[src/design/free_block_list_allocator_unit_macros.svh]
// assertion macros for the free block list allocator
// used by free_block_list_allocator_unit; expects clk and rst_n in scope
`ifndef FREE_BLOCK_LIST_ALLOCATOR_UNIT_MACROS_SVH
`define FREE_BLOCK_LIST_ALLOCATOR_UNIT_MACROS_SVH

`ifndef NO_ASSERTIONS

// same-cycle implication, off during reset
`define FBLA_ASSERT_IMP(lbl, ante, cons) \
  lbl: assert property (@(posedge clk) disable iff (!rst_n) (ante) |-> (cons)) \
    else $error("fbla assertion failed");

// next-cycle implication, off during reset
`define FBLA_ASSERT_NXT(lbl, ante, cons) \
  lbl: assert property (@(posedge clk) disable iff (!rst_n) (ante) |=> (cons)) \
    else $error("fbla assertion failed");

`else

`define FBLA_ASSERT_IMP(lbl, ante, cons)
`define FBLA_ASSERT_NXT(lbl, ante, cons)

`endif

`endif

[src/design/fbla_pkg.sv]
// package for the free block list allocator: request and result types, codes
// no dependencies
`timescale 1ns / 1ps
`default_nettype none

package fbla_pkg;

  localparam int LIST_SIZE_DEF = 100;
  localparam int WORD_W        = 16;

  // action codes
  localparam logic [1:0] ACT_ALLOC = 2'd0;
  localparam logic [1:0] ACT_REL   = 2'd1;
  localparam logic [1:0] ACT_XFER  = 2'd2;

  // status codes
  localparam logic [2:0] ST_DONE     = 3'd0;
  localparam logic [2:0] ST_NOSPACE  = 3'd1;
  localparam logic [2:0] ST_BADCOUNT = 3'd2;
  localparam logic [2:0] ST_REFILL   = 3'd3;
  localparam logic [2:0] ST_SPILL    = 3'd4;
  localparam logic [2:0] ST_BUSY     = 3'd5;
  localparam logic [2:0] ST_WORD     = 3'd6;
  localparam logic [2:0] ST_NOXFER   = 3'd7;

  typedef struct packed {
    logic [1:0]        action;
    logic [WORD_W-1:0] block_number;
    logic [WORD_W-1:0] fill_word;
  } in_t;

  typedef struct packed {
    logic [2:0]        status;
    logic [WORD_W-1:0] result_block;
    logic [WORD_W-1:0] spill_word;
    logic              last_word;
    logic [WORD_W-1:0] free_count;
  } out_t;

endpackage

`default_nettype wire

[src/design/fbla_ram.sv]
// single-port-write, single-port-read stack memory with registered read data
// no dependencies
`timescale 1ns / 1ps
`default_nettype none

module fbla_ram #(
  parameter int DEPTH = 100,
  parameter int AW    = 7,
  parameter int DW    = 16
) (
  input  wire logic          clk,
  input  wire logic          we,
  input  wire logic [AW-1:0] waddr,
  input  wire logic [DW-1:0] wdata,
  input  wire logic          re,
  input  wire logic [AW-1:0] raddr,
  output logic      [DW-1:0] rdata
);

  logic [DW-1:0] mem [DEPTH];

  // write port
  always_ff @(posedge clk) begin
    if (we) begin
      mem[waddr] <= wdata;
    end
  end

  // registered read port
  always_ff @(posedge clk) begin
    if (re) begin
      rdata <= mem[raddr];
    end
  end

endmodule

`default_nettype wire

[src/design/free_block_list_allocator_unit.sv]
// Free block list allocator: a stack of up to LIST_SIZE free block numbers held
// in a synchronous RAM, with allocate, release and list-word transfer requests.
// Each request passes an accept state, which issues the stack RAM read, and a
// read state, which applies the update and loads the result register. The read
// state waits while an earlier result is still held by the consumer; no new
// request is accepted until the current one is applied. After reset the block is
// in refill mode and expects LIST_SIZE+1 transfer words; no clearing pass runs.
// Depends on fbla_pkg, fbla_ram and free_block_list_allocator_unit_macros.svh.
`timescale 1ns / 1ps
`default_nettype none

`include "free_block_list_allocator_unit_macros.svh"

module free_block_list_allocator_unit #(
  parameter int LIST_SIZE = fbla_pkg::LIST_SIZE_DEF
) (
  input  wire logic          clk,
  input  wire logic          rst_n,
  input  wire logic          in_valid,
  output logic               in_ready,
  input  wire fbla_pkg::in_t in_data,
  output logic               out_valid,
  input  wire logic          out_ready,
  output fbla_pkg::out_t     out_data
);

  localparam int AW = (LIST_SIZE > 1) ? $clog2(LIST_SIZE) : 1;
  localparam int WW = $clog2(LIST_SIZE + 1);
  localparam int DW = fbla_pkg::WORD_W;

  typedef enum logic {S_ACC, S_RD} state_t;
  typedef enum logic [1:0] {M_IDLE, M_REFILL, M_SPILL} mode_t;

  state_t              st_r, st_nxt;
  mode_t               mode_r, mode_nxt;
  logic [WW-1:0]       widx_r, widx_nxt;
  logic [DW-1:0]       count_r, count_nxt;
  logic [DW-1:0]       pend_r, pend_nxt;
  fbla_pkg::in_t       item_r;
  fbla_pkg::out_t      out_r, res;
  logic                out_valid_r, out_valid_nxt;

  logic                in_fire, apply;
  logic [AW-1:0]       raddr, waddr;
  logic [DW-1:0]       wdata, rdata;
  logic                we;
  logic [DW-1:0]       top;
  logic [WW-1:0]       widx_m1;
  logic                last;

  assign in_ready  = (st_r == S_ACC);
  assign in_fire   = in_valid && in_ready;
  assign apply     = (st_r == S_RD) && (!out_valid_r || out_ready);
  assign out_valid = out_valid_r;
  assign out_data  = out_r;

  assign top     = count_r - DW'(1);
  assign widx_m1 = widx_r - WW'(1);
  assign last    = (widx_r >= WW'(LIST_SIZE));

  // read address: top of stack for allocate, next entry for a spill word
  always_comb begin
    if (in_data.action == fbla_pkg::ACT_ALLOC) begin
      raddr = top[AW-1:0];
    end else begin
      raddr = widx_m1[AW-1:0];
    end
  end

  // stack memory; writes land in the apply cycle, before the next read is issued
  fbla_ram #(
    .DEPTH (LIST_SIZE),
    .AW    (AW),
    .DW    (DW)
  ) u_ram (
    .clk   (clk),
    .we    (we),
    .waddr (waddr),
    .wdata (wdata),
    .re    (in_fire),
    .raddr (raddr),
    .rdata (rdata)
  );

  // request decode and state update
  always_comb begin
    mode_nxt  = mode_r;
    widx_nxt  = widx_r;
    count_nxt = count_r;
    pend_nxt  = pend_r;
    we        = 1'b0;
    waddr     = widx_m1[AW-1:0];
    wdata     = item_r.fill_word;
    res.status       = fbla_pkg::ST_NOXFER;
    res.result_block = '0;
    res.spill_word   = '0;
    res.last_word    = 1'b0;
    case (item_r.action)
      fbla_pkg::ACT_XFER: begin
        if (mode_r == M_REFILL) begin
          if (widx_r == '0) begin
            count_nxt = item_r.fill_word;
          end else begin
            we = 1'b1;
          end
          widx_nxt = widx_r + WW'(1);
          if (last) begin
            mode_nxt = M_IDLE;
            widx_nxt = '0;
          end
          res.status       = fbla_pkg::ST_WORD;
          res.result_block = pend_r;
          res.last_word    = last;
        end else if (mode_r == M_SPILL) begin
          res.spill_word = (widx_r == '0) ? count_r : rdata;
          widx_nxt = widx_r + WW'(1);
          if (last) begin
            we        = 1'b1;
            waddr     = '0;
            wdata     = pend_r;
            count_nxt = DW'(1);
            mode_nxt  = M_IDLE;
            widx_nxt  = '0;
          end
          res.status       = fbla_pkg::ST_WORD;
          res.result_block = pend_r;
          res.last_word    = last;
        end
      end
      fbla_pkg::ACT_ALLOC: begin
        if (mode_r != M_IDLE) begin
          res.status = fbla_pkg::ST_BUSY;
        end else if (count_r == '0 || count_r > DW'(LIST_SIZE)) begin
          res.status = fbla_pkg::ST_BADCOUNT;
        end else begin
          count_nxt = top;
          if (rdata == '0) begin
            res.status = fbla_pkg::ST_NOSPACE;
          end else if (top == '0) begin
            // last entry taken: host refills from the returned block
            mode_nxt         = M_REFILL;
            widx_nxt         = '0;
            pend_nxt         = rdata;
            res.status       = fbla_pkg::ST_REFILL;
            res.result_block = rdata;
          end else begin
            res.status       = fbla_pkg::ST_DONE;
            res.result_block = rdata;
          end
        end
      end
      fbla_pkg::ACT_REL: begin
        if (mode_r != M_IDLE) begin
          res.status = fbla_pkg::ST_BUSY;
        end else if (count_r >= DW'(LIST_SIZE)) begin
          // full stack: spill into the released block
          mode_nxt         = M_SPILL;
          widx_nxt         = '0;
          pend_nxt         = item_r.block_number;
          res.status       = fbla_pkg::ST_SPILL;
          res.result_block = item_r.block_number;
        end else begin
          we         = 1'b1;
          waddr      = count_r[AW-1:0];
          wdata      = item_r.block_number;
          count_nxt  = count_r + DW'(1);
          res.status = fbla_pkg::ST_DONE;
        end
      end
      default: begin
        res.status = fbla_pkg::ST_NOXFER;
      end
    endcase
    res.free_count = count_nxt;
    if (!apply) begin
      we = 1'b0;
    end
  end

  // sequencer next state and output valid
  always_comb begin
    st_nxt        = st_r;
    out_valid_nxt = out_valid_r;
    if (out_ready) begin
      out_valid_nxt = 1'b0;
    end
    unique case (st_r)
      S_ACC: begin
        if (in_fire) begin
          st_nxt = S_RD;
        end
      end
      S_RD: begin
        if (apply) begin
          st_nxt        = S_ACC;
          out_valid_nxt = 1'b1;
        end
      end
      default: st_nxt = S_ACC;
    endcase
  end

  // state and registered outputs
  always_ff @(posedge clk) begin
    if (!rst_n) begin
      st_r        <= S_ACC;
      mode_r      <= M_REFILL;
      widx_r      <= '0;
      count_r     <= '0;
      pend_r      <= '0;
      out_valid_r <= 1'b0;
    end else begin
      st_r        <= st_nxt;
      out_valid_r <= out_valid_nxt;
      if (apply) begin
        mode_r  <= mode_nxt;
        widx_r  <= widx_nxt;
        count_r <= count_nxt;
        pend_r  <= pend_nxt;
      end
    end
  end

  // payload registers
  always_ff @(posedge clk) begin
    if (in_fire) begin
      item_r <= in_data;
    end
    if (apply) begin
      out_r <= res;
    end
  end

  // checks
  `FBLA_ASSERT_NXT(a_busy_after_accept, in_fire, !in_ready)
  `FBLA_ASSERT_IMP(a_idle_index_zero, mode_r == M_IDLE, widx_r == '0)
  `FBLA_ASSERT_IMP(a_last_only_on_word, out_valid_r && out_r.last_word,
                   out_r.status == fbla_pkg::ST_WORD)

endmodule

`default_nettype wire
[config.mk]
export PLATFORM = sky130hd
export DESIGN_NAME = free_block_list_allocator_unit
export DESIGN_NICKNAME = d
export VERILOG_FILES = /design/src/design/fbla_pkg.sv /design/src/design/fbla_ram.sv /design/src/design/free_block_list_allocator_unit.sv
export VERILOG_INCLUDE_DIRS = /design/src /design/src/design
export SDC_FILE = /design/constraint.sdc
export NUM_CORES = 2
export LEC_CHECK = 0
export CAP_MARGIN = 5
export CORE_MARGIN = 2
export CORE_UTILIZATION = 58
export CTS_CLUSTER_SIZE = 12
export DETAILED_ROUTE_END_ITERATION = 12
export DONT_BUFFER_PORTS = 1
export GPL_TIMING_DRIVEN = 0
export PLACE_DENSITY = 0.74
export SYNTH_ARGS = -nofsm -noshare
export SYNTH_HDL_FRONTEND = slang
export SYNTH_SLANG_ARGS = --single-unit
export TNS_END_PERCENT = 100
[constraint.sdc]
create_clock -name clk -period 9.85 [get_ports clk]
set_input_delay 0.4925 -clock clk [delete_from_list [all_inputs] [get_ports clk]]
set_output_delay 0.4925 -clock clk [all_outputs]
set_load 0.01 [all_outputs]
==> impl_metrics.xml <==
<?xml version="1.0" encoding="UTF-8"?>
<metrics>
  <group name="global_route">
    <metric name="grt_use_total" unit="%">33.5</metric>
    <metric name="grt_antenna_before_repair" unit="">9</metric>
    <metric name="overall_overflow_remaining_after_global_route" unit="">0</metric>
    <metric name="vias_in_the_first_global_route" unit="">41900</metric>
    <metric name="largest_net_degree_at_the_start_of_global_routing" unit="">69</metric>
    <metric name="grt_first_pass_wirelength" unit="mm">292</metric>
  </group>
  <group name="clocking">
    <metric name="clk_sinks" unit="">1745</metric>
    <metric name="cts_max_level" unit="">4</metric>
    <metric name="cts.repair_timing.setup_buffer_count" unit="">0</metric>
    <metric name="clkLatencyLatePin" unit="ps">810</metric>
    <metric name="numCtsBuffers" unit="">175</metric>
    <metric name="maximum_clock_path_buffer_count" unit="">3</metric>
    <metric name="cts_tree" unit="">built</metric>
    <metric name="clockRootBuffer" unit="">clkbuf_16</metric>
    <metric name="clkSlewWorstSetupHoldPaths" unit="ps">60</metric>
  </group>
  <group name="worst_setup_path">
    <metric name="critical_path_peak_fanout" unit="">10</metric>
    <metric name="capturing_element_type_of_the_critical_path" unit="">flip-flop</metric>
    <metric name="critPathLaunch" unit="">count_r[1]</metric>
    <metric name="rr_startpoint" unit="">count_r[1]</metric>
    <metric name="critical_path_arrival" unit="ps">7230</metric>
    <metric name="worstSetupPathType" unit="">reg2reg</metric>
    <metric name="worst-endpoint-required" unit="ps">10370</metric>
    <metric name="timing.critical_path.from_type" unit="">flip-flop</metric>
  </group>
  <group name="timing">
    <metric name="max_clock_freq" unit="MHz">149</metric>
    <metric name="final-max-slew-violation-count" unit="">0</metric>
    <metric name="fin_hold_ws" unit="ps">227</metric>
    <metric name="setup_slack" unit="ps">3140</metric>
    <metric name="finalClockSkew" unit="ps">39.9</metric>
    <metric name="grt_setup_unrepaired" unit="">false</metric>
    <metric name="final_hold_vios" unit="">0</metric>
    <metric name="final.period_utilization" unit="%">68.1</metric>
    <metric name="timing.final.crit_period" unit="ps">6710</metric>
    <metric name="final-setup-viol-count" unit="">0</metric>
    <metric name="max-slew-margin-rel" unit="%">5.67</metric>
    <metric name="worst-slew-pin-transition" unit="ps">1410</metric>
  </group>
  <group name="pwr">
    <metric name="power.leakage" unit="nW">27.3</metric>
    <metric name="pwr-share-seq" unit="%">50.9</metric>
    <metric name="p_int" unit="mW">12.3</metric>
    <metric name="p_clk_share" unit="%">37.7</metric>
    <metric name="net-switching-power" unit="mW">4.17</metric>
    <metric name="power_per_unit_of_standard_cell_area" unit="mW/mm²">207</metric>
    <metric name="ir_worst_vdd" unit="µV">216</metric>
    <metric name="netSwitchingFraction" unit="%">25.3</metric>
    <metric name="combPwrFrac" unit="%">11.4</metric>
  </group>
  <group name="die">
    <metric name="rows" unit="">127</metric>
    <metric name="total_die_area" unit="mm²">0.123</metric>
    <metric name="fp.dieW" unit="µm">351</metric>
    <metric name="die_h" unit="µm">351</metric>
    <metric name="coreArea" unit="mm²">0.120</metric>
    <metric name="num_io_pins" unit="">92</metric>
    <metric name="floorplan.initialDensity" unit="%">58.4</metric>
  </group>
  <group name="synthesis">
    <metric name="synth_top_area_cell" unit="">edfxtp_1</metric>
    <metric name="count_of_unique_library_cells_instantiated_by_yosys" unit="">83</metric>
    <metric name="yosysSeqAreaShare" unit="%">74.3</metric>
    <metric name="yosysTopAreaCellShare" unit="%">73.1</metric>
    <metric name="synth_enable_flop_cells" unit="">1702</metric>
    <metric name="post_synth_main_area_contributors" unit="">edfxtp_1 (73%), nand2_1 (3.9%), mux2i_1 (3.7%), mux4_2 (2.8%), a21oi_1 (1.7%)</metric>
    <metric name="synth_area_per_cell" unit="µm²">15.4</metric>
    <metric name="synth.top_cells.by_count" unit="">edfxtp_1 (1,702), nand2_1 (731), mux2i_1 (255)</metric>
    <metric name="post_synth_inst_count" unit="">4552</metric>
    <metric name="synthMostInstantiatedCell" unit="">edfxtp_1</metric>
    <metric name="ys_ff_latch" unit="">1745</metric>
    <metric name="synth_fp_nets" unit="">4603</metric>
    <metric name="ys_dominant_reg_cell" unit="">edfxtp_1</metric>
    <metric name="synthesis.area" unit="mm²">0.0699</metric>
    <metric name="yosys_warnings" unit="">0</metric>
    <metric name="asyncSetResetFlopFracSynth" unit="%">0</metric>
  </group>
  <group name="final_layout">
    <metric name="final_layout_size_suffix_gt1_share" unit="%">12.8</metric>
    <metric name="syn2layout_area_growth" unit="%">13.8</metric>
    <metric name="fin_nets" unit="">4916</metric>
    <metric name="final_area" unit="mm²">0.0796</metric>
  </group>
  <group name="outcome">
    <metric name="outcome" unit="">completed</metric>
  </group>
  <group name="place">
    <metric name="post-dp-hpwl" unit="mm">140</metric>
    <metric name="placed_cell_area" unit="mm²">0.0740</metric>
    <metric name="io_buffer_count" unit="">0</metric>
    <metric name="placement_setup_slack" unit="ps">3650</metric>
    <metric name="gpl.final_weighted_congestion" unit="">0.973</metric>
  </group>
  <group name="drt">
    <metric name="drc_errors" unit="">0</metric>
    <metric name="via_count" unit="">44400</metric>
    <metric name="vias_per_cell" unit="">6.75</metric>
    <metric name="iteration_0_drc_count_of_the_detailed_router" unit="">7723</metric>
    <metric name="antenna_violating_nets_left" unit="">0</metric>
    <metric name="wl_per_cell" unit="µm">31.5</metric>
    <metric name="postRouteWirelength" unit="mm">208</metric>
    <metric name="drt-pass1-iter-count" unit="">9</metric>
  </group>
  <group name="worst_hold_path">
    <metric name="holdCritStartpoint" unit="">rst_n</metric>
    <metric name="holdCritPathClass" unit="">in2reg</metric>
  </group>
  <group name="flow_run">
    <metric name="cap_viol_max_count" unit="">0</metric>
  </group>
</metrics>
-- layout by cell type, fill, tap and decap left out, types with 16 or more instances in the layout --
cell / n
clkbuf_16: 181
buf_2: 114
nor3_1: 83
o211a_1: 16
a32oi_1: 108
and3_1: 26
a21oi_1: 235
a22oi_1: 19
buf_1: 34
a31oi_1: 21
o21ai_0: 44
a221oi_1: 95
nor2_2: 83
buf_16: 16
nand2_1: 730
dlygate4sd3_1: 36
buf_8: 49
nor2_1: 110
clkbuf_1: 220
buf_12: 17
dfxtp_1: 43
o31ai_1: 49
inv_1: 19
edfxtp_1: 1702
clkinv_1: 19
a311oi_1: 32
mux4_2: 87
o221ai_1: 30
mux2i_1: 255
nand3_1: 92
a211oi_1: 23
a22o_1: 104
buf_4: 16
-- layout make-up --
| type | instances | area [µm²] |
|---|---|---|
| sequential | 1745 | 52000 |
| fill | 8073 | 40200 |
| multi-input combinational | 2477 | 17000 |
| clock buffer | 246 | 4810 |
| timing repair buffer | 136 | 2030 |
| tap | 1612 | 2020 |
| buffer | 310 | 1320 |
| clock inverter | 39 | 397 |
| inverter | 20 | 75.1 |
| antenna | 3 | 7.51 |
-- through the flow --
step / utilization [%] / TNS [ps] / std cells / total power [mW]
floorplan: - / 0 / 4552 / 9.52
global placement: 60.0 / -3071890 / 6164 / 10.3
detailed placement: 61.8 / 0 / 6264 / 10.3
CTS: 66.4 / 0 / 6585 / 16.4
global route: 66.4 / 0 / 6586 / 16.8
finish: 66.4 / 0 / 6588 / 16.5
-- power by group through the flow --
stage / Sequential (mW) / Combinational, mW / Clock [mW]
2_1_floorplan: 8.55 / 0.961 / 0
3_3_place_gp: 8.65 / 1.66 / 0
3_5_place_dp: 8.55 / 1.79 / 0
4_1_cts: 8.39 / 1.81 / 6.21
5_1_grt: 8.39 / 1.93 / 6.49
6_report: 8.39 / 1.88 / 6.21
-- worst paths after layout --
check,to,slack [ps],cells after the start
setup / recovery,u_ram.rdata[13],3140,15
hold / removal,mode_r[1],230,3
setup reg to reg,u_ram.rdata[13],3140,15
hold reg to reg,pend_r[3],530,1
-- routing by layer --
layer	track usage (%)	wire length [µm]
met1	45.7	74900
met2	50.7	93600
met3	7.86	26700
met4	17.4	12400
met5	0	28
-- cell families (layout without fill, tap and decap cells) --
family          Yosys count  count (layout)  share of synthesized area [%]
fa+ha+maj                13              13                          0.233
simple gates           1235            1235                           7.66
flops                  1745            1745                           74.3
mux                     347             347                           6.53
xor+xnor                 19              19                          0.238
compound gates          863             863                           9.02
buf+inv                 330             751                           1.99
other cells               0               3                              0
-- registers in the layout, indices dropped and copies added (netlist names) --
signal / cells
u_ram.mem: 1600
out_data: 52
item_r: 34
count_r: 16
pend_r: 16
u_ram.rdata: 16
widx_r: 7
mode_r: 2
out_valid: 1
st_r: 1
-- what timing repair did --
| action | CTS | global route |
|---|---|---|
| hold endpoints to repair | 39 | 0 |
| hold buffers | 36 | 0 |
| gates resized for setup | 0 | 0 |
-- critical path, stage by stage, from the launching register on --
cell	delay, ps
dfxtp_1	350
clkbuf_1	480
inv_1	180
ha_1	210
buf_2	180
xor2_1	280
mux2i_1	220
clkbuf_1	510
nor2_1	1180
buf_2	540
buf_2	400
a22o_1	190
nor3_1	60
a221oi_1	520
o221ai_1	470
a211oi_1	650
(Power assumes the default switching activity.)
